File: src/hw/rtl/figa_ram.sv
// single write port, single read port memory with registered read data
module figa_ram #(
  parameter int WIDTH = 32,
  parameter int DEPTH = 64
) (
  input  logic                     clk,
  input  logic                     we,
  input  logic [$clog2(DEPTH)-1:0] waddr,
  input  logic [WIDTH-1:0]         wdata,
  input  logic                     re,
  input  logic [$clog2(DEPTH)-1:0] raddr,
  output logic [WIDTH-1:0]         rdata
);

  logic [WIDTH-1:0] mem [DEPTH];

  always_ff @(posedge clk) begin
    if (we) begin
      mem[waddr] <= wdata;
    end
    if (re) begin
      rdata <= mem[raddr];
    end
  end

endmodule

File: config.mk
export PLATFORM = sky130hd
export DESIGN_NAME = figa_ram
export DESIGN_NICKNAME = d
export VERILOG_FILES = /design/src/hw/rtl/figa_ram.sv
export SDC_FILE = /design/constraint.sdc
export NUM_CORES = 2
export LEC_CHECK = 0
export ABC_AREA = 1
export BUFFER_PORTS_ARGS = -buffer_cell sky130_fd_sc_hd__buf_2
export CAP_MARGIN = 10
export CELL_PAD_IN_SITES_DETAIL_PLACEMENT = 0
export CELL_PAD_IN_SITES_GLOBAL_PLACEMENT = 1
export CORE_ASPECT_RATIO = 1.2
export CORE_MARGIN = 1
export CORE_UTILIZATION = 40
export CTS_CLUSTER_DIAMETER = 120
export DETAILED_ROUTE_END_ITERATION = 7
export GPL_TIMING_DRIVEN = 1
export PLACE_DENSITY = 0.74
export SETUP_SLACK_MARGIN = 0.3
export SLEW_MARGIN = 15
export SYNTH_ARGS = -nofsm -noshare
export SYNTH_HDL_FRONTEND = slang
export SYNTH_SLANG_ARGS = --single-unit
File: constraint.sdc
create_clock -name clk -period 13.8 [get_ports clk]
set_input_delay 2.76 -clock clk [delete_from_list [all_inputs] [get_ports clk]]
set_output_delay 2.76 -clock clk [all_outputs]
set_load 0.005 [all_outputs]
==> out/metrics.cfg <==
[run_status]
status=complete, no violations

[floorplan]
start_util_pct=40.4
die_w_um=418
io_pins=79
die_area_um2=209000
fp.dieH_um=501
rows=182
coreArea_um2=206000

[setup_path]
cp_max_fo=201
ff2ff_path_depth=8
path_cells=buf_8 > inv_16 > buf_16 > buf_4 > buf_4 > nand2_1 > nand3_1 > nand3_1 > nand2_1 > nand2_1 > nand3_1 > nand3_1 > nand2_1
end_kind=register
cp.required_ps=14520
critPathMaxStageDelay_ps=930
path_buf_inv=5
crit_family=buffers and inverters
start_kind=input pin
worst_ep_arrival_time_ps=7090
critPathSlowestCell=buf_4
worstSetupPathDepth=13
path_class=input pin to register

[cts]
cts_root_buf=clkbuf_16
cts_hold_buf=0
path_clk_slew_ps=60
clock_tree.buffer_depth=3
ctsResizeCount=0
cts_tree=done
clk-insertion-delay-late_ps=850
cts_max_level=4
post_cts_buffers=0
numCtsBuffers=191
clock_sinks=2080

[routing]
ant_nets=0
wire_per_inst_um=26.1
drc=0
drt_iter0_markers=6517
num_vias=54065
firstDrtPassIters=6
avgViaCountPerCell=5.59
routed_wl_um=253000

[global_route]
grt_max_degree=269
track_usage_pct=23.9
grt_pass1_wl_um=363000
grt_overflow=0
grt_pass1_vias=51048
antenna_found_initial=13

[synthesis]
yosys_warnings=0
synth_cell_types=15
synthFlopType=edfxtp_1
ys_async_sr_fraction_pct=0
synth_area_um2=83100
synth_area_leader_cell=edfxtp_1
syn_nets=6816
synthCells=6769
ys_seq_area_share_pct=75.2
synth.most_common_cell=nand2_1
ys_top_cells_by_count=nand2_1 (2,248), edfxtp_1 (2,080), nand3_1 (1,907), buf_2 (282), clkbuf_1 (77)
synth_top_area_share_pct=75.2
synth_edf_count=2080
synthTopCellsByArea=edfxtp_1 (75%), nand3_1 (11%), nand2_1 (10%), buf_2 (1.7%), buf_4 (0.41%)
syn_avg_cell_area_um2=12.3
ys_ff_latch=2080

[sta]
maxSlewViolCount=0
hold_violations=0
max_freq_ghz=0.157
min_period_over_period_pct=46.2
min_period_ps=6380
fin_tns_setup_ps=0
setup_ws_ps=7420
fin_skew_ps=28.6
finalSetupViolCount=0
rsz0062_at_grt=no
max-slew-margin-rel_pct=14.2
worst_pin_slew_ps=1290

[hold_path]
holdPathStages=8
hp-class=register to register

[cells_and_area]
nFillCells=18267
fin_nets=6796
area_delta_synth_final_pct=11.4
drive_gt1_share_pct=8.17

[pwr]
p_int_w=0.0100
powerDensity_nw_per_um2=140
p_seq_share_pct=54.2
power.leakage_nw=32.0
combPwrFrac_pct=6.2
p_sw_share_pct=23.0
p_clk_share_pct=39.6
switchingPower_w=0.00298
ir_worst_vdd_mv=0.134

[placement]
place_ws_ps=6710
gp_congestion=0.849
numPortBuffers=78
place_hpwl_um=130000

[flow_run]
maxCapViolCount=0

## layout by cell type, fill, tap and decap left out, types with 5 or more instances in the layout
master,Yosys,final
buf_12,0,7
buf_2,282,72
buf_4,45,152
bufinv_16,0,13
clkbuf_1,77,41
clkbuf_16,0,194
clkinv_1,0,51
clkinv_2,0,39
diode_2,0,11
edfxtp_1,2080,2080
inv_1,9,7
inv_6,0,9
nand2_1,2248,2248
nand3_1,1907,1907
nand4_1,9,9
nor2_4,0,56
nor4_4,0,5
## per-stage QoR
| step | total power (W) | std cells | instance area (um^2) | utilization [%] | hold WS (ps) |
|---|---|---|---|---|---|
| floorplan | 0.00758 | 6769 | 83100 | - | 797 |
| global placement | 0.00797 | 9315 | 86500 | 42.1 | 872 |
| detailed placement | 0.00798 | 9315 | 86500 | 42.1 | 873 |
| CTS | 0.0130 | 9666 | 92500 | 45.0 | 890 |
| global route | 0.0133 | 9672 | 92500 | 45.0 | 964 |
| finish | 0.0130 | 9678 | 92500 | 45.0 | 876 |
## worst register-to-register path, delay by kind of cell, from the launching register on
kind / cells / cell delay, ps
DFF: 1 / 370
and+or+nand+nor: 8 / 1390
## registers in the layout (all words and copies together), names as in the netlist
signal  cells
mem      2048
rdata      32
## cell families after synthesis
kind of cell,Yosys count,synth area share [%]
flip-flops,2080,75.2
AND/OR/NAND/NOR,4228,22.0
buffers and inverters,461,2.77
## layer usage
layer / vias to the layer above / track usage [%] / part of all wire (%)
met5: - / 0 / 0.027
met4: 10 / 10.3 / 4.6
met3: 453 / 3.09 / 6.9
met2: 2307 / 40.1 / 49
met1: 27197 / 31.0 / 39
li1: 24098 / - / -
## power by group through the flow
stage | sequential [W] | combinational (W) | clock (W)
2_1_floorplan | 0.00715 | 0.000430 | 0
6_report | 0.00704 | 0.000806 | 0.00515
5_1_grt | 0.00704 | 0.000865 | 0.00542
3_5_place_dp | 0.00717 | 0.000802 | 0
4_1_cts | 0.00704 | 0.000804 | 0.00520
3_3_place_gp | 0.00717 | 0.000794 | 0
## area by class of cell
cell class / instances / area (um^2) / area share (%)
diodes: 11 / 27.5 / 0.0297
clock buffers: 235 / 5010 / 5.41
clock inverters: 116 / 952 / 1.03
inverters: 12 / 87.6 / 0.0947
multi-input cells: 4228 / 18800 / 20.3
flip-flops and latches: 2080 / 62500 / 67.5
well taps: 2760 / 3450 / 3.73
repair buffers: 236 / 1730 / 1.86
## path summary, 6_finish.rpt
check                                           start                   to  slack (ps)
worst max-delay path                         raddr[0]  rdata[17]$_DFFE_PP_        7420
worst min-delay path            mem[36][26]$_DFFE_PP_  rdata[26]$_DFFE_PP_         880
worst max register to register   mem[35][9]$_DFFE_PP_   rdata[9]$_DFFE_PP_       11770
worst min register to register  mem[36][26]$_DFFE_PP_  rdata[26]$_DFFE_PP_         880
(Power assumes the default switching activity.)
