`config.mk`:
```
export PLATFORM = sky130hd
export DESIGN_NAME = figa_cell_wrap
export DESIGN_NICKNAME = d
export VERILOG_FILES = /design/src/hw/rtl/figa_pkg.sv /design/src/hw/rtl/figa_cell_wrap.sv
export SDC_FILE = /design/constraint.sdc
export NUM_CORES = 1
export LEC_CHECK = 0
export BUFFER_PORTS_ARGS = -buffer_cell sky130_fd_sc_hd__buf_4
export CAP_MARGIN = 20
export CELL_PAD_IN_SITES_DETAIL_PLACEMENT = 0
export CELL_PAD_IN_SITES_GLOBAL_PLACEMENT = 1
export CORE_AREA = 5 5 47 45
export CTS_CLUSTER_DIAMETER = 100
export DETAILED_ROUTE_END_ITERATION = 12
export DIE_AREA = 0 0 52 50
export PLACE_DENSITY = 0.64
export REMOVE_ABC_BUFFERS = 1
export SETUP_SLACK_MARGIN = 0.3
export SYNTH_ARGS = -nofsm -noshare
export SYNTH_HDL_FRONTEND = slang
export SYNTH_SLANG_ARGS = --single-unit
```
`constraint.sdc`:
```
create_clock -name clk -period 0.8 [get_ports clk]
set_input_delay 0.2 -clock clk [delete_from_list [all_inputs] [get_ports clk]]
set_output_delay 0.2 -clock clk [all_outputs]
set_load 0.01 [all_outputs]
```
`src/hw/rtl/figa_pkg.sv`:
```
// shared types and constants for the fm initial gain accumulator
package figa_pkg;

  localparam int CELL_W         = 12;
  localparam int GAIN_W         = 32;
  localparam int WEIGHT_W       = 16;
  localparam int DEF_NUM_CELLS  = 4096;
  localparam int DEF_MAX_DEGREE = 64;
  localparam int RECIP_SHIFT    = 24;
  localparam int IN_DATA_W      = 32;
  localparam int OUT_DATA_W     = 48;

  localparam logic [GAIN_W-1:0] GAIN_MAX = {1'b0, {(GAIN_W-1){1'b1}}};
  localparam logic [GAIN_W-1:0] GAIN_MIN = {1'b1, {(GAIN_W-1){1'b0}}};

  localparam logic KIND_NET  = 1'b0;
  localparam logic KIND_READ = 1'b1;

  typedef enum logic [1:0] {
    OP_PIN   = 2'd0,
    OP_READ  = 2'd1,
    OP_CLEAR = 2'd2,
    OP_NONE  = 2'd3
  } op_t;

  typedef struct packed {
    op_t                 op;
    logic [CELL_W-1:0]   cell_idx;
    logic                side;
    logic                locked;
    logic [WEIGHT_W-1:0] weight;
    logic                last;
  } item_t;

  typedef struct packed {
    logic              kind;
    logic [CELL_W-1:0] cell_idx;
    logic [GAIN_W-1:0] gain;
    logic              last;
    logic              too_many;
  } result_t;

endpackage

```
`src/hw/rtl/figa_cell_wrap.sv`:
```
// two step cell index wrap: reciprocal multiply, then back multiply and subtract
module figa_cell_wrap #(
  parameter int unsigned NUM_CELLS = 4096
) (
  input  logic                    clk,
  input  logic                    en,
  input  logic [figa_pkg::CELL_W-1:0] raw,
  output logic [$clog2((NUM_CELLS < (1 << figa_pkg::CELL_W)) ? NUM_CELLS
                       : (1 << figa_pkg::CELL_W))-1:0] cell_idx
);
  import figa_pkg::*;

  localparam bit WRAP = NUM_CELLS < (1 << CELL_W);
  localparam int unsigned GAIN_DEPTH = WRAP ? NUM_CELLS : (1 << CELL_W);
  localparam int AW = $clog2(GAIN_DEPTH);
  localparam int RECIP_W = RECIP_SHIFT + 1;
  localparam int PROD_W = CELL_W + RECIP_W;
  localparam logic [RECIP_W-1:0] RECIP =
    WRAP ? RECIP_W'(((1 << RECIP_SHIFT) + GAIN_DEPTH - 1) / GAIN_DEPTH) : '0;
  localparam logic [CELL_W-1:0] MOD = WRAP ? CELL_W'(GAIN_DEPTH) : '0;

  logic [CELL_W-1:0]   raw_q;
  logic [CELL_W-1:0]   quot_q;
  logic [PROD_W-1:0]   prod;
  logic [2*CELL_W-1:0] back;
  logic [CELL_W-1:0]   rem;
  logic [CELL_W-1:0]   fixed;

  // quotient estimate is exact for 12-bit indexes with a reciprocal scaled by 2^24
  assign prod = PROD_W'(raw) * PROD_W'(RECIP);

  always_ff @(posedge clk) begin
    if (en) begin
      raw_q  <= raw;
      quot_q <= prod[RECIP_SHIFT +: CELL_W];
    end
  end

  assign back     = (2*CELL_W)'(quot_q) * (2*CELL_W)'(MOD);
  assign rem      = raw_q - back[CELL_W-1:0];
  assign fixed    = (WRAP && (rem >= MOD)) ? (rem - MOD) : rem;
  assign cell_idx = fixed[AW-1:0];

endmodule

```
==> summary.md <==
| Metric | Value |
|---|---|
| Area grow syn2layout | 77.1% |
| Total number of vias | 227 |
| Core Region | 1590 sq um |
| Routed wire per std cell | 11.4 microns |
| Htree depth | 1 |
| Hold Path Class | primary input to flip-flop |
| Worst-Margin Slew | 0.153 ns |
| Slew headroom | 89.8% |
| Seq cells post-synth | 12 |
| Nets | 56 |
| First-pass GRT wire length | 1.14 mm |
| Post-Syn Area | 360 sq um |
| Max reg flops | 12 |
| Vias/cell | 3.49 |
| Initial DRC count | 0 |
| #MultiIn Comb | 0 |
| Synth Area per Inst | 30.0 sq um |
| Layout cells sized above 1 | 68.3% |
| Tmin final | 1.01 ns |
| Endpoint, Worst Hold | raw_q[5]$_DFFE_PP_ |
| Critical-path cell list | buf_6 |
| Reg with most FFs | raw_q |
| Gr usage total | 6.44% |
| Die height | 50 microns |
| # diodes | 0 |
| Initial antenna violation count | 0 |
| CP delay by family, top | flip-flops |
| Status | complete, but fails checks |
| ANT nets after route | 0 |
| Area of the multi-input gates | 0 sq um |
| Clock root buffer | clkbuf_4 |
| Die X | 52 microns |
| Power Total | 1300 uW |
| Final hold vios | 0 |
| FILL cells | 160 |
| Pwr dens | 2030 nW/um^2 |
| Clock Sinks | 12 |
| Reg clk slew, reported paths | 0.07 ns |
| Vias in the first global route | 255 |
| Initial Util | 22.6% |
| Hold path start | raw[5] |
| CP Buf/Inv Count | 1 |
| Die Area | 2600 sq um |
| Biggest regs | raw_q (12) |
| Cells after Synth | 12 |
| RSZ-0062 raised after global routing | yes |
| Row count | 14 |
| Setup CP Type | flip-flop to output pin |
| Failing checks | setup timing |
| Postcts setup bufs | 0 |
| Sequential share of the synthesized area | 100% |
| Post-Route WL | 743 microns |
| Final Cycle Share | 126% |
| TritonCTS clock tree | yes |
| Worst-path maximum fanout | 1 |
| Post-route setup TNS | -2.09 ns |
| VDD IR-drop max | 1.30 mV |
| CP required | 0.60 ns |
| CP endpoint kind | output pin |
| Synth Warn # | 0 |
| Crit path setup slack, layout | -0.206 ns |
| Worst-case clock buffer depth | 2 |
| Slowest stage cell, crit path | edfxtp_1 |
| Clock buffer count from CTS | 3 |
| Drt first pass iters | 1 |
| Post-synthesis cell type count | 1 |
| Post-CTS Hold Fix Bufs | 0 |
| # DRC | 0 |
| Fmax | 0.994 GHz |
| Hold Path Depth | 1 |
| Grt total ovfl | 0 |
| IO buf count | 25 |
| Final RePlAce weighted congestion | 0.599 |
| Max-slew violation count | 0 |
| Largest net degree at the start of global routing | 13 |
| P_leak | 0.000264 uW |
| # setup viols final | 12 |
| Worst Path Arrival | 0.81 ns |
| I/O pin count | 26 |
| Cell count along the critical path | 1 |
| CP startpoint kind | flip-flop |
| Max-capacitance violation count | 0 |
| Slowest stage delay, CP | 0.40 ns |
report_power, final:
part	internal (uW)	total, uW	switching, uW
Combinational	115	175	59.4
Clock	180	354	174
Sequential	748	766	18.8
Total	1040	1300	253
placed cells by master (no fill, tap or decap):
master,synthesis,final
buf_4,0,16
buf_6,0,9
clkbuf_4,0,3
clkinv_1,0,1
edfxtp_1,12,12
metrics by stage:
stage          cell area [sq um]  utilization (%)  instances  hold slack (ns)  setup slack [ns]
3_5_place_dp                 578             36.3         61            0.379            0.0745
4_1_cts                      627             39.3         65           0.0962            -0.225
3_3_place_gp                 578             36.3         61            0.378             0.103
6_report                     638             40.0         65            0.110            -0.206
2_1_floorplan                360                -         12            0.299             0.206
5_1_grt                      638             40.0         65           0.0781            -0.259
cell usage after synthesis:
master,count,area share [%]
edfxtp_1,12,100
worst max path at each step:
| stage | end | slack [ns] | startpoint |
|---|---|---|---|
| floorplan | cell_idx[0] | 0.21 | raw_q[0]$_DFFE_PP_ |
| global placement | cell_idx[3] | 0.10 | raw_q[3]$_DFFE_PP_ |
| detailed placement | cell_idx[11] | 0.07 | raw_q[11]$_DFFE_PP_ |
| CTS | cell_idx[11] | -0.23 | raw_q[11]$_DFFE_PP_ |
| global route | cell_idx[11] | -0.26 | raw_q[11]$_DFFE_PP_ |
| finish | cell_idx[11] | -0.21 | raw_q[11]$_DFFE_PP_ |
cell type report:
cell class            count  area, sq um  share of cell area, %
Clock buffer              3         22.5                   3.53
Clock inverter            1         3.75                  0.588
Sequential cell          12          360                   56.5
Tap cell                 24         30.0                   4.71
Timing Repair Buffer     25          221                   34.7
routing by layer:
layer	GRT usage, %	share of wire (%)	wire length [microns]
met1	4.50	29	216
met2	11.1	53	395
met3	7.23	18	131
met4	1.31	0	0
met5	0	0	0
kinds of logic (layout without fill, tap and decap cells):
| kind of cell | after synthesis | count (layout) | share of synthesized area [%] |
|---|---|---|---|
| flops | 12 | 12 | 100 |
| buf+inv | 0 | 29 | 0 |
what timing repair did:
item	4_1_cts	5_1_grt
pin swaps	0	0
gates resized for setup	6	3
setup endpoints to repair	12	12
(Power assumes the default switching activity.)
