[src/hw/rtl/figa_pkg.sv]
// shared types and constants for the fm initial gain accumulator
package figa_pkg;

  localparam int CELL_W         = 12;
  localparam int GAIN_W         = 32;
  localparam int WEIGHT_W       = 16;
  localparam int DEF_NUM_CELLS  = 4096;
  localparam int DEF_MAX_DEGREE = 64;
  localparam int RECIP_SHIFT    = 24;
  localparam int IN_DATA_W      = 32;
  localparam int OUT_DATA_W     = 48;

  localparam logic [GAIN_W-1:0] GAIN_MAX = {1'b0, {(GAIN_W-1){1'b1}}};
  localparam logic [GAIN_W-1:0] GAIN_MIN = {1'b1, {(GAIN_W-1){1'b0}}};

  localparam logic KIND_NET  = 1'b0;
  localparam logic KIND_READ = 1'b1;

  typedef enum logic [1:0] {
    OP_PIN   = 2'd0,
    OP_READ  = 2'd1,
    OP_CLEAR = 2'd2,
    OP_NONE  = 2'd3
  } op_t;

  typedef struct packed {
    op_t                 op;
    logic [CELL_W-1:0]   cell_idx;
    logic                side;
    logic                locked;
    logic [WEIGHT_W-1:0] weight;
    logic                last;
  } item_t;

  typedef struct packed {
    logic              kind;
    logic [CELL_W-1:0] cell_idx;
    logic [GAIN_W-1:0] gain;
    logic              last;
    logic              too_many;
  } result_t;

endpackage

[src/hw/rtl/figa_ctrl.sv]
// sequencer: reset clear, pin buffering, reads, clears and net close passes over the pin and gain memories
module figa_ctrl #(
  parameter int GAIN_DEPTH = 4096,
  parameter int MAX_DEGREE = 64
) (
  input  logic                              clk,
  input  logic                              rst,
  input  logic                              in_valid,
  output logic                              in_ready,
  input  figa_pkg::item_t                   in_item,
  input  logic [$clog2(GAIN_DEPTH)-1:0]     cell_idx,
  output logic                              pin_we,
  output logic [$clog2(MAX_DEGREE)-1:0]     pin_waddr,
  output logic [$clog2(GAIN_DEPTH)+1:0]     pin_wdata,
  output logic                              pin_re,
  output logic [$clog2(MAX_DEGREE)-1:0]     pin_raddr,
  input  logic [$clog2(GAIN_DEPTH)+1:0]     pin_rdata,
  output logic                              gain_we,
  output logic [$clog2(GAIN_DEPTH)-1:0]     gain_waddr,
  output logic [figa_pkg::GAIN_W-1:0]       gain_wdata,
  output logic                              gain_re,
  output logic [$clog2(GAIN_DEPTH)-1:0]     gain_raddr,
  input  logic [figa_pkg::GAIN_W-1:0]       gain_rdata,
  output logic                              out_valid,
  input  logic                              out_ready,
  output figa_pkg::result_t                 out_res
);
  import figa_pkg::*;

  localparam int AW   = $clog2(GAIN_DEPTH);
  localparam int PA_W = $clog2(MAX_DEGREE);
  localparam int PC_W = $clog2(MAX_DEGREE + 1);
  localparam int D_W  = WEIGHT_W + 1;

  typedef enum logic [2:0] {
    S_CLEAR, S_IDLE, S_EXEC, S_RDATA, S_CLOSE, S_UPIN, S_UGAIN
  } state_t;

  typedef enum logic [1:0] {
    UPD_NONE, UPD_TWO, UPD_FREE, UPD_SINGLE
  } upd_mode_t;

  state_t            state;
  item_t             item_q;
  logic [PC_W-1:0]   pin_count;
  logic [PC_W-1:0]   side_cnt [2];
  logic              ovf;
  logic [AW-1:0]     clr_addr;
  logic [PA_W-1:0]   idx;
  upd_mode_t         upd_mode;
  logic              upd_side;
  logic [D_W-1:0]    upd_delta;
  logic              report;
  logic [AW-1:0]     cur_cell;
  logic              cur_side;
  logic              cur_locked;

  logic              out_free;
  logic              load_out;
  logic              last_idx;
  logic              apply;
  logic [GAIN_W:0]   sum;
  logic [GAIN_W-1:0] sat;
  logic [D_W-1:0]    w_ext;

  assign out_free = !out_valid || out_ready;
  assign load_out = out_free && ((state == S_RDATA) || ((state == S_UGAIN) && report));
  assign last_idx = (PC_W'(idx) == (pin_count - 1'b1));
  assign w_ext    = {1'b0, item_q.weight};
  assign in_ready = (state == S_IDLE);

  always_comb begin
    unique case (upd_mode)
      UPD_TWO:    apply = 1'b1;
      UPD_FREE:   apply = !cur_locked;
      UPD_SINGLE: apply = !cur_locked && (cur_side == upd_side);
      default:    apply = 1'b0;
    endcase
  end

  // saturating add of the signed delta
  assign sum = {gain_rdata[GAIN_W-1], gain_rdata}
             + {{(GAIN_W+1-D_W){upd_delta[D_W-1]}}, upd_delta};
  assign sat = (sum[GAIN_W] != sum[GAIN_W-1]) ? (sum[GAIN_W] ? GAIN_MIN : GAIN_MAX)
                                              : sum[GAIN_W-1:0];

  always_comb begin
    pin_we     = 1'b0;
    pin_waddr  = pin_count[PA_W-1:0];
    pin_wdata  = {item_q.locked, item_q.side, cell_idx};
    pin_re     = 1'b0;
    pin_raddr  = '0;
    gain_we    = 1'b0;
    gain_waddr = cur_cell;
    gain_wdata = sat;
    gain_re    = 1'b0;
    gain_raddr = pin_rdata[AW-1:0];
    unique case (state)
      S_CLEAR: begin
        gain_we    = 1'b1;
        gain_waddr = clr_addr;
        gain_wdata = '0;
      end
      S_EXEC: begin
        unique case (item_q.op)
          OP_PIN: begin
            pin_we = (pin_count < PC_W'(MAX_DEGREE));
          end
          OP_READ: begin
            gain_re    = 1'b1;
            gain_raddr = cell_idx;
          end
          OP_CLEAR: begin
            gain_we    = 1'b1;
            gain_waddr = cell_idx;
            gain_wdata = '0;
          end
          default: begin
          end
        endcase
      end
      S_CLOSE: begin
        pin_re = 1'b1;
      end
      S_UPIN: begin
        gain_re = 1'b1;
      end
      S_UGAIN: begin
        if (!report) begin
          gain_we   = apply;
          pin_re    = 1'b1;
          pin_raddr = last_idx ? '0 : idx + 1'b1;
        end else if (out_free && !last_idx) begin
          pin_re    = 1'b1;
          pin_raddr = idx + 1'b1;
        end
      end
      default: begin
      end
    endcase
  end

  always_ff @(posedge clk) begin
    if (rst) begin
      state       <= S_CLEAR;
      clr_addr    <= '0;
      pin_count   <= '0;
      side_cnt[0] <= '0;
      side_cnt[1] <= '0;
      ovf         <= 1'b0;
      out_valid   <= 1'b0;
      report      <= 1'b0;
      upd_mode    <= UPD_NONE;
    end else begin
      if (load_out) begin
        out_valid <= 1'b1;
      end else if (out_valid && out_ready) begin
        out_valid <= 1'b0;
      end
      unique case (state)
        S_CLEAR: begin
          clr_addr <= clr_addr + 1'b1;
          if (clr_addr == AW'(GAIN_DEPTH - 1)) begin
            state <= S_IDLE;
          end
        end
        S_IDLE: begin
          if (in_valid) begin
            item_q <= in_item;
            state  <= S_EXEC;
          end
        end
        S_EXEC: begin
          cur_cell <= cell_idx;
          unique case (item_q.op)
            OP_PIN: begin
              if (pin_count < PC_W'(MAX_DEGREE)) begin
                pin_count              <= pin_count + 1'b1;
                side_cnt[item_q.side]  <= side_cnt[item_q.side] + 1'b1;
              end else begin
                ovf <= 1'b1;
              end
              state <= item_q.last ? S_CLOSE : S_IDLE;
            end
            OP_READ: state <= S_RDATA;
            default: state <= S_IDLE;
          endcase
        end
        S_RDATA: begin
          if (out_free) begin
            out_res.kind     <= KIND_READ;
            out_res.cell_idx <= CELL_W'(cur_cell);
            out_res.gain     <= gain_rdata;
            out_res.last     <= 1'b1;
            out_res.too_many <= 1'b0;
            state            <= S_IDLE;
          end
        end
        S_CLOSE: begin
          idx   <= '0;
          state <= S_UPIN;
          // pick the update rule from the pin and side counts
          priority if (pin_count == PC_W'(2)) begin
            upd_mode  <= UPD_TWO;
            upd_delta <= ((side_cnt[0] == PC_W'(2)) || (side_cnt[1] == PC_W'(2)))
                         ? -w_ext : w_ext;
            report    <= 1'b0;
          end else if (pin_count < PC_W'(2)) begin
            upd_mode <= UPD_NONE;
            report   <= 1'b1;
          end else if ((side_cnt[0] == '0) || (side_cnt[1] == '0)) begin
            upd_mode  <= UPD_FREE;
            upd_delta <= -w_ext;
            report    <= 1'b0;
          end else if ((side_cnt[0] == PC_W'(1)) || (side_cnt[1] == PC_W'(1))) begin
            upd_mode  <= UPD_SINGLE;
            upd_side  <= (side_cnt[1] == PC_W'(1));
            upd_delta <= w_ext;
            report    <= 1'b0;
          end else begin
            upd_mode <= UPD_NONE;
            report   <= 1'b1;
          end
        end
        S_UPIN: begin
          cur_cell   <= pin_rdata[AW-1:0];
          cur_side   <= pin_rdata[AW];
          cur_locked <= pin_rdata[AW+1];
          state      <= S_UGAIN;
        end
        S_UGAIN: begin
          if (!report) begin
            state <= S_UPIN;
            if (last_idx) begin
              idx    <= '0;
              report <= 1'b1;
            end else begin
              idx <= idx + 1'b1;
            end
          end else if (out_free) begin
            out_res.kind     <= KIND_NET;
            out_res.cell_idx <= CELL_W'(cur_cell);
            out_res.gain     <= gain_rdata;
            out_res.last     <= last_idx;
            out_res.too_many <= ovf;
            if (last_idx) begin
              pin_count   <= '0;
              side_cnt[0] <= '0;
              side_cnt[1] <= '0;
              ovf         <= 1'b0;
              report      <= 1'b0;
              state       <= S_IDLE;
            end else begin
              idx   <= idx + 1'b1;
              state <= S_UPIN;
            end
          end
        end
        default: state <= S_IDLE;
      endcase
    end
  end

  // pin count never passes the buffer depth
  assert property (@(posedge clk) disable iff (rst) pin_count <= PC_W'(MAX_DEGREE))
    else $error("pin count beyond buffer depth");

  // every kept pin is counted on exactly one side
  assert property (@(posedge clk) disable iff (rst)
    ((PC_W+1)'(side_cnt[0]) + (PC_W+1)'(side_cnt[1])) == (PC_W+1)'(pin_count))
    else $error("side counts disagree with pin count");

  // gain memory read and write never share a cycle, so no forwarding is needed
  assert property (@(posedge clk) disable iff (rst) !(gain_we && gain_re))
    else $error("gain read and write in the same cycle");

  // a result is only loaded while the output register is free
  assert property (@(posedge clk) disable iff (rst)
    (out_valid && !out_ready) |=> ($stable(out_res) && out_valid))
    else $error("pending result overwritten");

endmodule

[config.mk]
export PLATFORM = sky130hd
export DESIGN_NAME = figa_ctrl
export DESIGN_NICKNAME = d
export VERILOG_FILES = /design/src/hw/rtl/figa_pkg.sv /design/src/hw/rtl/figa_ctrl.sv
export SDC_FILE = /design/constraint.sdc
export NUM_CORES = 1
export LEC_CHECK = 0
export BUFFER_PORTS_ARGS = -buffer_cell sky130_fd_sc_hd__buf_4
export CORE_ASPECT_RATIO = 1.25
export CORE_UTILIZATION = 55
export CTS_CLUSTER_DIAMETER = 150
export CTS_CLUSTER_SIZE = 40
export DETAILED_ROUTE_END_ITERATION = 8
export GPL_TIMING_DRIVEN = 0
export PLACE_DENSITY = 0.79
export SKIP_CTS_REPAIR_TIMING = 1
export SLEW_MARGIN = 20
export SYNTH_ARGS = -nofsm -noshare
export SYNTH_HDL_FRONTEND = slang
export SYNTH_SLANG_ARGS = --single-unit
[constraint.sdc]
create_clock -name clk -period 8.15 [get_ports clk]
set_input_delay 0.4075 -clock clk [delete_from_list [all_inputs] [get_ports clk]]
set_output_delay 0.4075 -clock clk [all_outputs]
set_load 0.1 [all_outputs]
==> results of run 1 <==
## state kept, by name, summed over array words and instances (netlist names), named ones only
register    flops
clr_addr       12
cur_cell       12
cur_locked      1
cur_side        1
idx             6
item_q         19
out_res        47
out_valid       1
ovf             1
pin_count       7
pin_wdata       2
report          1
side_cnt       14
state           3
upd_delta      17
upd_mode        2
upd_side        1
## critical path, cell delays in order (launching register included)
cell and delay (ns):
edfxtp_1 0.68, ha_1 0.53, a21oi_1 0.09, o21ai_0 0.46
and2_1 0.26, o21ai_2 0.10, a2111oi_4 0.42, a211oi_2 0.14
buf_6 0.18, o41ai_1 0.56, buf_4 0.40
## where the power goes
part / total [mW] / internal [mW] / switching (mW)
clock network: 0.744 / 0.428 / 0.316
registers: 0.821 / 0.817 / 0.00400
logic: 0.219 / 0.0841 / 0.135
## cells by family (layout without fill, tap and decap cells)
| group | count (synthesis) | in the layout | synth area share (%) |
|---|---|---|---|
| and+or+nand+nor | 268 | 268 | 15.3 |
| DFF | 148 | 148 | 46.7 |
| xor gates and xnor gates | 69 | 69 | 6.95 |
| AOI/OAI and AO/OA | 197 | 197 | 16.0 |
| buffers and inverters | 91 | 350 | 5.36 |
| adders and majority gates | 39 | 39 | 5.56 |
| muxes | 34 | 34 | 4.22 |
## metrics by stage
step / hold WS (ns) / total power, mW / cell area (um2) / std cells / util, %
after detailed placement: 0.438 / 1.05 / 10900 / 1285 / 69.4
after CTS: 0.144 / 1.79 / 11400 / 1317 / 72.9
after global routing: 0.135 / 1.84 / 11400 / 1317 / 72.9
final: 0.155 / 1.78 / 11400 / 1317 / 72.9
after floorplan: 0.425 / 0.984 / 8920 / 846 / -
after global placement: 0.430 / 1.05 / 10800 / 1275 / 68.9
## final timing paths
path                                     from             end  depth (start not counted)
worst max-delay path            upd_delta[16]   gain_wdata[3]                         10
worst min-delay path              in_item[31]      item_q[31]                          1
worst max register to register   pin_count[0]  side_cnt[0][5]                         11
worst min register to register    cur_cell[4]     out_res[38]                          0
## routing by layer
metal / track usage, % / up-vias
met4: 11.1 / 0
met3: 6.41 / 44
met2: 45.0 / 331
li1: - / 3648
met1: 33.5 / 3522
met5: 0 / -
## final cells by class
class | instances | area (um2)
fillers | 1182 | 4250
inverters | 35 | 131
clock buffers | 20 | 447
well taps | 212 | 265
clock inverters | 12 | 106
flip-flops and latches | 148 | 4160
repair buffers | 227 | 1690
plain buffers | 56 | 347
multi-input cells | 607 | 4300
## placed cells by master, fill, tap and decap left out, types with 27 or more instances in the layout
master,instances
a21oi_1,50
buf_4,244
dfxtp_1,28
edfxtp_1,120
ha_1,38
inv_1,35
mux2_2,29
nand2_1,46
nor2_1,86
o31ai_1,27
xnor2_1,29
xor2_1,39
==> impl_metrics.toml, run 1 <==
[run_status]
status = "finished, final reports clean"

[timing]
setup_viol = 0
hold_viol = 0
fin_crit_ns = 4.68
rsz0062_at_grt = "no"
skew_ns = 0.0123
slew_violations = 0
tightest_slew_ns = 0.770
setup_tns_ns = 0
slew_headroom_pct = 48.7
post-route-period-util_pct = 57.4
fmax_mhz = 214
timing.final.ws_setup_ns = 3.47

[clock_tree]
numCtsBuffers = 17
cts.reportedPaths.clkPinSlew_ns = 0.06
root_buffer = "clkbuf_16"
clock_path_buffers = 2
clock_latency_ns = 0.43
cts_sinks = 148
cts_tree = "yes"
htreeDepth = 4

[detailed_routing]
wl_met1_mm = 9.06
vias = 7545
dr_wl_met2_mm = 10.8
drt_pre_antenna_iters = 6
dr.max_layer_used = "met4"
drc_errors = 0
avgViaCountPerCell = 5.73
met3_wirelength_mm = 1.86
ant_nets = 0
wirelength_mm = 22.3
wl_per_cell_um = 16.9
drt_iter0_markers = 568

[floorplan]
coreArea_mm2 = 0.0157
dieWidth_um = 116
io_pins = 230
start_util_pct = 56.8
die_h_um = 144
die-area_mm2 = 0.0167
rows = 51

[global_route]
grt.total_usage_pct = 27.0
grt_pass1_vias = 7063
grt-ovfl-total = 0
antenna_found_initial = 0
grt_max_degree = 17
grt_pass1_wl_mm = 34.6

[worst_setup_path]
reg2reg_slack_ns = 4.83
cp.arrival_ns = 4.27
cp_max_fo = 16
path_class = "flip-flop to output port"
crit_required_ns = 7.74
cp-end-kind = "output port"
start_kind = "flip-flop"

[synthesis]
ys_warn_count = 0
ys_seq_area_share_pct = 46.7
yosysTopAreaCellShare_pct = 40.4
syn_inst = 846
synth-seq-cells = 148
synth_flop_cell = "edfxtp_1"
synth_cell_types = 78
syn-cell-area_mm2 = 0.00892
syn_avg_cell_area_um2 = 10.5
synth_commonest_cells = "120 x edfxtp_1, 86 x nor2_1, 51 x a21oi_1, 46 x nand2_1, 39 x xor2_1"
synth_edf_count = 120
yosysMostFrequentCell = "edfxtp_1"
async_reset_ff_share_pct = 0
syn_nets = 980
yosys.area.top_type = "edfxtp_1"
synth_area_leaders = "edfxtp_1 40%, dfxtp_1 6.3%, ha_1 5.3%, xor2_1 3.8%, mux2_2 3.7%"

[final_layout]
syn_to_final_growth_pct = 28.4
nNetsFinal = 1226
drive_gt1_share_pct = 32.0
antenna-diode-count = 0

[pwr]
power_density_mw_per_mm2 = 156
p_leak_nw = 4.80
vdd_drop_max_uv = 118

[placement]
hpwlAfterDp_mm = 17.0
pre_cts_ws_ns = 3.98
place_congestion = 0.907
numPortBuffers = 217

[hold_path]
hold_class = "input port to flip-flop"

[run]
maxCapViolations = 0
(Power assumes the default switching activity.)
==> run 2: changes to the inputs <==
- CORE_UTILIZATION: 55 -> 49
- PLACE_DENSITY: 0.79 -> 0.75
- clock period: 8.15 -> 4 ns (I/O delays scaled with it)
==> run 2 against run 1 <==
Compared with the run above: clock-buffer cell count stayed put; utilization is 2.0 points lower; wire length is 7.7% higher; via count is 3.2% higher; die area is 12% higher; critical path type is now input port to output port; largest power group unchanged.
==> impl_metrics.toml, run 2 (synthesis gave the netlist of run 1 again) <==
[clock_tree]
htreeDepth = 4
clock_path_buffers = 2
root_buffer = "clkbuf_16"
cts_tree = "yes"
cts.reportedPaths.clkPinSlew_ns = 0.06
numCtsBuffers = 17
clock_latency_ns = 0.43
cts_sinks = 148

[detailed_routing]
drc_errors = 0
wl_per_cell_um = 17.3
ant_nets = 0
wirelength_mm = 24.0
vias = 7789
avgViaCountPerCell = 5.61
drt_iter0_markers = 576
drt_pre_antenna_iters = 5

[final_layout]
drive_gt1_share_pct = 33.1
top_register = "out_res"
multi_input_area_mm2 = 0.00452
seqCellArea_mm2 = 0.00416
num-fill-cells = 1301
syn_to_final_growth_pct = 40.2
final_common_cell = "buf_4"
nNetsFinal = 1285
antenna-diode-count = 0
layout_common_cells = "220 x buf_4, 120 x edfxtp_1, 86 x nor2_1, 55 x dlygate4sd3_1, 50 x a21oi_1"
largest_reg_flops = 47
reg_top3 = "out_res x47, item_q x19, upd_delta x17"

[timing]
slew_headroom_pct = 26.3
skew_ns = 0.0125
hold_viol = 0
setup_viol = 0
fmax_mhz = 256
hold_ws_ns = 0.0829
tightest_slew_ns = 1.10
fin_crit_ns = 3.90
slew_violations = 0
post-route-period-util_pct = 97.5

[pwr]
vdd_drop_max_uv = 266
total_power_mw = 3.82
power_density_mw_per_mm2 = 305
p_leak_nw = 5.18

[placement]
numPortBuffers = 217
place_congestion = 0.852
hpwlAfterDp_mm = 17.3

[worst_setup_path]
start_kind = "input port"
slowest_delay_ns = 0.56
crit_required_ns = 3.80
cp_max_fo = 10
crit_slowest_cell = "dlygate4sd3_1"
path_class = "input port to output port"
cp-end-kind = "output port"
cp.arrival_ns = 3.70
path_cells = "dlygate4sd3_1 > buf_4 > ha_1 > a211oi_2 > nor4_2 > o21ai_1 > o211ai_2 > a21o_1 > or3_4 > a211oi_4 > buf_6 > o31ai_1 > clkbuf_8"

[global_route]
grt_pass1_vias = 7159
antenna_found_initial = 0
grt_max_degree = 18
grt_pass1_wl_mm = 35.6
grt.total_usage_pct = 24.4
grt-ovfl-total = 0

[floorplan]
io_pins = 230
start_util_pct = 50.6
die-area_mm2 = 0.0187
rows = 54
die_h_um = 153
dieWidth_um = 123
coreArea_mm2 = 0.0176

[hold_path]
hold_class = "input port to flip-flop"

[run]
maxCapViolations = 0

[run_status]
status = "finished, final reports clean"
==> run 2: cell types whose count changed in the layout (fill, tap and decap cells not counted), moves of 3 or more <==
cell / before / now
o41ai_4: 0 / 3
buf_4: 244 / 220
o31ai_1: 27 / 11
dlygate4sd3_1: 0 / 55
o41ai_1: 3 / 0
o31ai_2: 0 / 13
clkbuf_8: 1 / 19
buf_6: 6 / 11
o31ai_4: 0 / 3
==> run 2: cell type report <==
type	count	share of cell area, %
inverters	35	1.05
clock inverters	12	1.25
repair buffers	286	19.7
plain buffers	56	2.81
clock buffers	20	3.49
well taps	224	2.24
flip-flops and latches	148	33.3
multi-input cells	607	36.1
==> run 2: per-layer routing <==
layer	track usage, %	wire (um)
met1	30.8	9890
met5	0	0
met2	41.5	12100
met4	7.61	524
met3	4.51	1470
==> run 2: stage by stage <==
stage               TNS (ns)  std cells  setup slack, ns  utilization (%)  area [um2]
floorplan             -18.86        846           -0.800                -        8980
global placement      -44.96       1287           -0.993             61.7       10900
detailed placement         0       1295            0.326             62.3       11000
CTS                    -2.82       1327           -0.132             65.7       11600
global route          -0.458       1388          -0.0514             70.9       12500
finish                     0       1388            0.101             70.9       12500
==> run 2: worst max-delay path: cells and delay by family <==
kind	cells	cell delay [ns]
AND/OR/NAND/NOR	2	0.48
AO/OA/AOI/OAI	6	1.50
buffers and inverters	4	1.21
adder cells (fa/ha/maj)	1	0.31
==> run 2: final timing paths <==
kind,startpoint,to,slack [ns],depth (start not counted)
worst max-delay path,gain_rdata[1],gain_wdata[16],0.10,13
worst min register to register,cur_cell[9],out_res[43],0.45,0
worst min-delay path,pin_rdata[8],cur_cell[8],0.08,2
worst max register to register,pin_count[0],side_cnt[1][6],0.68,11
==> run 2: power breakdown <==
group / leakage [nW] / switching, mW / internal, mW / total, mW
Clock: 0.289 / 0.653 / 0.985 / 1.64
Sequential: 1.33 / 0.00849 / 1.66 / 1.67
Combinational: 3.57 / 0.300 / 0.209 / 0.509
Total: 5.18 / 0.961 / 2.86 / 3.82
==> run 3: changes to the inputs <==
==> constraint.sdc (replaced) <==
create_clock -name clk -period 4 [get_ports clk]
set_input_delay 0.6 -clock clk [delete_from_list [all_inputs] [get_ports clk]]
set_output_delay 0.6 -clock clk [all_outputs]
set_load 0.1 [all_outputs]
==> run 3 against run 2 <==
Compared with the run above: the flow now finishes with violations (negative setup slack); cell count decreased by 3.5%; clock-buffer cell count unchanged; wire length decreased by 1.9%; non-clock buffer count decreased by 48; fmax decreased by 9.8%; combinational power decreased by 4%; sequential power about the same; critical path depth increased by 2; worst hold slack improved by 0.26 ns; first-iteration DRC count increased by 5.2%; die area unchanged; largest cell class unchanged.
==> impl_metrics.toml, run 3 (synthesis gave the netlist of run 1 again) <==
[floorplan]
dieWidth_um = 123
coreArea_mm2 = 0.0176
start_util_pct = 50.6
rows = 54
io_pins = 230
die_h_um = 153
die-area_mm2 = 0.0187

[worst_setup_path]
cp.arrival_ns = 3.72
reg2regPathDepth = 11
cp-end-kind = "output port"
start_kind = "flip-flop"
reg2reg_slack_ns = 0.67
r2r-start = "pin_count[0]"
crit_required_ns = 3.40
r2r-end = "side_cnt[1][3]"
path_class = "flip-flop to output port"
cp_max_fo = 10

[final_layout]
largest_reg_flops = 47
nNetsFinal = 1237
reg_top3 = "out_res x47, item_q x19, upd_delta x17"
top_register = "out_res"
antenna-diode-count = 0
syn_to_final_growth_pct = 38.8
drive_gt1_share_pct = 38.1
layout_common_cells = "222 x buf_4, 120 x edfxtp_1, 86 x nor2_1, 48 x a21oi_1, 46 x nand2_1"
final_common_cell = "buf_4"

[hold_path]
hold_class = "input port to flip-flop"
hp-start = "pin_rdata[13]"
holdPathEnd = "cur_locked"
holdPathStages = 1

[detailed_routing]
drt_pre_antenna_iters = 5
drc_errors = 0
ant_nets = 0
avgViaCountPerCell = 5.70
wl_per_cell_um = 17.6
vias = 7638
wirelength_mm = 23.5
drt_iter0_markers = 606

[global_route]
grt-ovfl-total = 0
grt_max_degree = 18
grt_pass1_wl_mm = 35.5
grt_pass1_vias = 7114
antenna_found_initial = 0
grt.total_usage_pct = 24.4

[timing]
slew_headroom_pct = 23.8
hold_ws_ns = 0.339
timing.final.ws_setup_ns = -0.322
tightest_slew_ns = 1.14
setup_viol = 31
skew_ns = 0.0115
slew_violations = 0
post-route-period-util_pct = 108
fmax_mhz = 231
rsz0062_at_grt = "yes"
hold_viol = 0
fin_crit_ns = 4.32

[clock_tree]
cts_sinks = 148
cts_tree = "yes"
root_buffer = "clkbuf_16"
clock_latency_ns = 0.43
cts.reportedPaths.clkPinSlew_ns = 0.07
htreeDepth = 4
numCtsBuffers = 17
clock_path_buffers = 2

[run_status]
status = "finished with violations"
violations = "negative setup slack"

[pwr]
power_density_mw_per_mm2 = 309
swShare_pct = 25.0
seqPwrFrac_pct = 43.8
vdd_drop_max_uv = 272
internal_power_mw = 2.86
p_leak_nw = 5.05
switchingPower_uw = 956
total_power_mw = 3.82
power_frac_clock_pct = 43.4
comb_power_share_pct = 12.8

[run]
maxCapViolations = 0

[placement]
numPortBuffers = 217
place_congestion = 0.880
hpwlAfterDp_mm = 17.3
[run 3: changes by cell type in the layout (fill, tap and decap cells not counted), sizes merged]
cell	delta
buf	+29
clkinv	-1
dlygate4sd3	-55
clkinvlp	+1
clkbuf	-22
[run 3: layout make-up]
cell class	instances	area (um2)
inverters	35	131
fillers	1310	5260
clock buffers	20	457
plain buffers	53	352
well taps	224	280
multi-input cells	607	4780
flip-flops and latches	148	4160
clock inverters	12	151
repair buffers	241	2060
[run 3: per-layer routing]
metal  track usage, %  part of all wire, %  vias up
met5                0                    0        -
met4             9.18                  2.7        0
met3             4.40                  5.8       52
met2             40.8                   51      297
met1             31.0                   41     3624
li1                 -                    -     3665
[run 3: worst max-delay path: stages (launching register included)]
cell	delay, ns
edfxtp_1	0.42
ha_4	0.17
inv_2	0.04
fa_2	0.34
nand2b_4	0.16
a21oi_4	0.16
o211ai_1	0.22
a21boi_2	0.28
o21ai_2	0.10
a2111oi_4	0.32
buf_4	0.20
o2111ai_2	0.15
buf_6	0.20
buf_8	0.16
o31ai_2	0.09
buf_6	0.28
[run 3: how the worst max path moves through the flow]
| stage | slack [ns] | start | to |
|---|---|---|---|
| CTS | -0.81 | upd_delta[16] | gain_wdata[4] |
| floorplan | -0.59 | gain_rdata[0] | gain_wdata[20] |
| global placement | -0.77 | rst | flip-flop |
| global route | -0.42 | upd_delta[0] | gain_wdata[0] |
| detailed placement | -0.42 | gain_rdata[0] | gain_wdata[4] |
| finish | -0.32 | upd_delta[0] | gain_wdata[24] |
[run 3: stage by stage]
step           cell area (um2)  utilization (%)  setup slack, ns  TNS, ns  std cells
3_3_place_gp             11100             63.1           -0.769   -54.20       1287
3_5_place_dp             11200             63.7           -0.419    -8.42       1295
2_1_floorplan             9210                -           -0.592   -14.60        846
6_report                 12400             70.2           -0.322    -8.07       1340
5_1_grt                  12400             70.2           -0.418   -10.75       1340
4_1_cts                  11800             67.1           -0.810   -20.58       1327
[run 3: power by group through the flow]
stage | clock (mW) | combinational [mW] | sequential [mW]
after floorplan | 0 | 0.320 | 1.70
after global placement | 0 | 0.454 | 1.70
after detailed placement | 0 | 0.460 | 1.70
after CTS | 1.68 | 0.462 | 1.67
after global routing | 1.74 | 0.522 | 1.67
final | 1.66 | 0.491 | 1.67
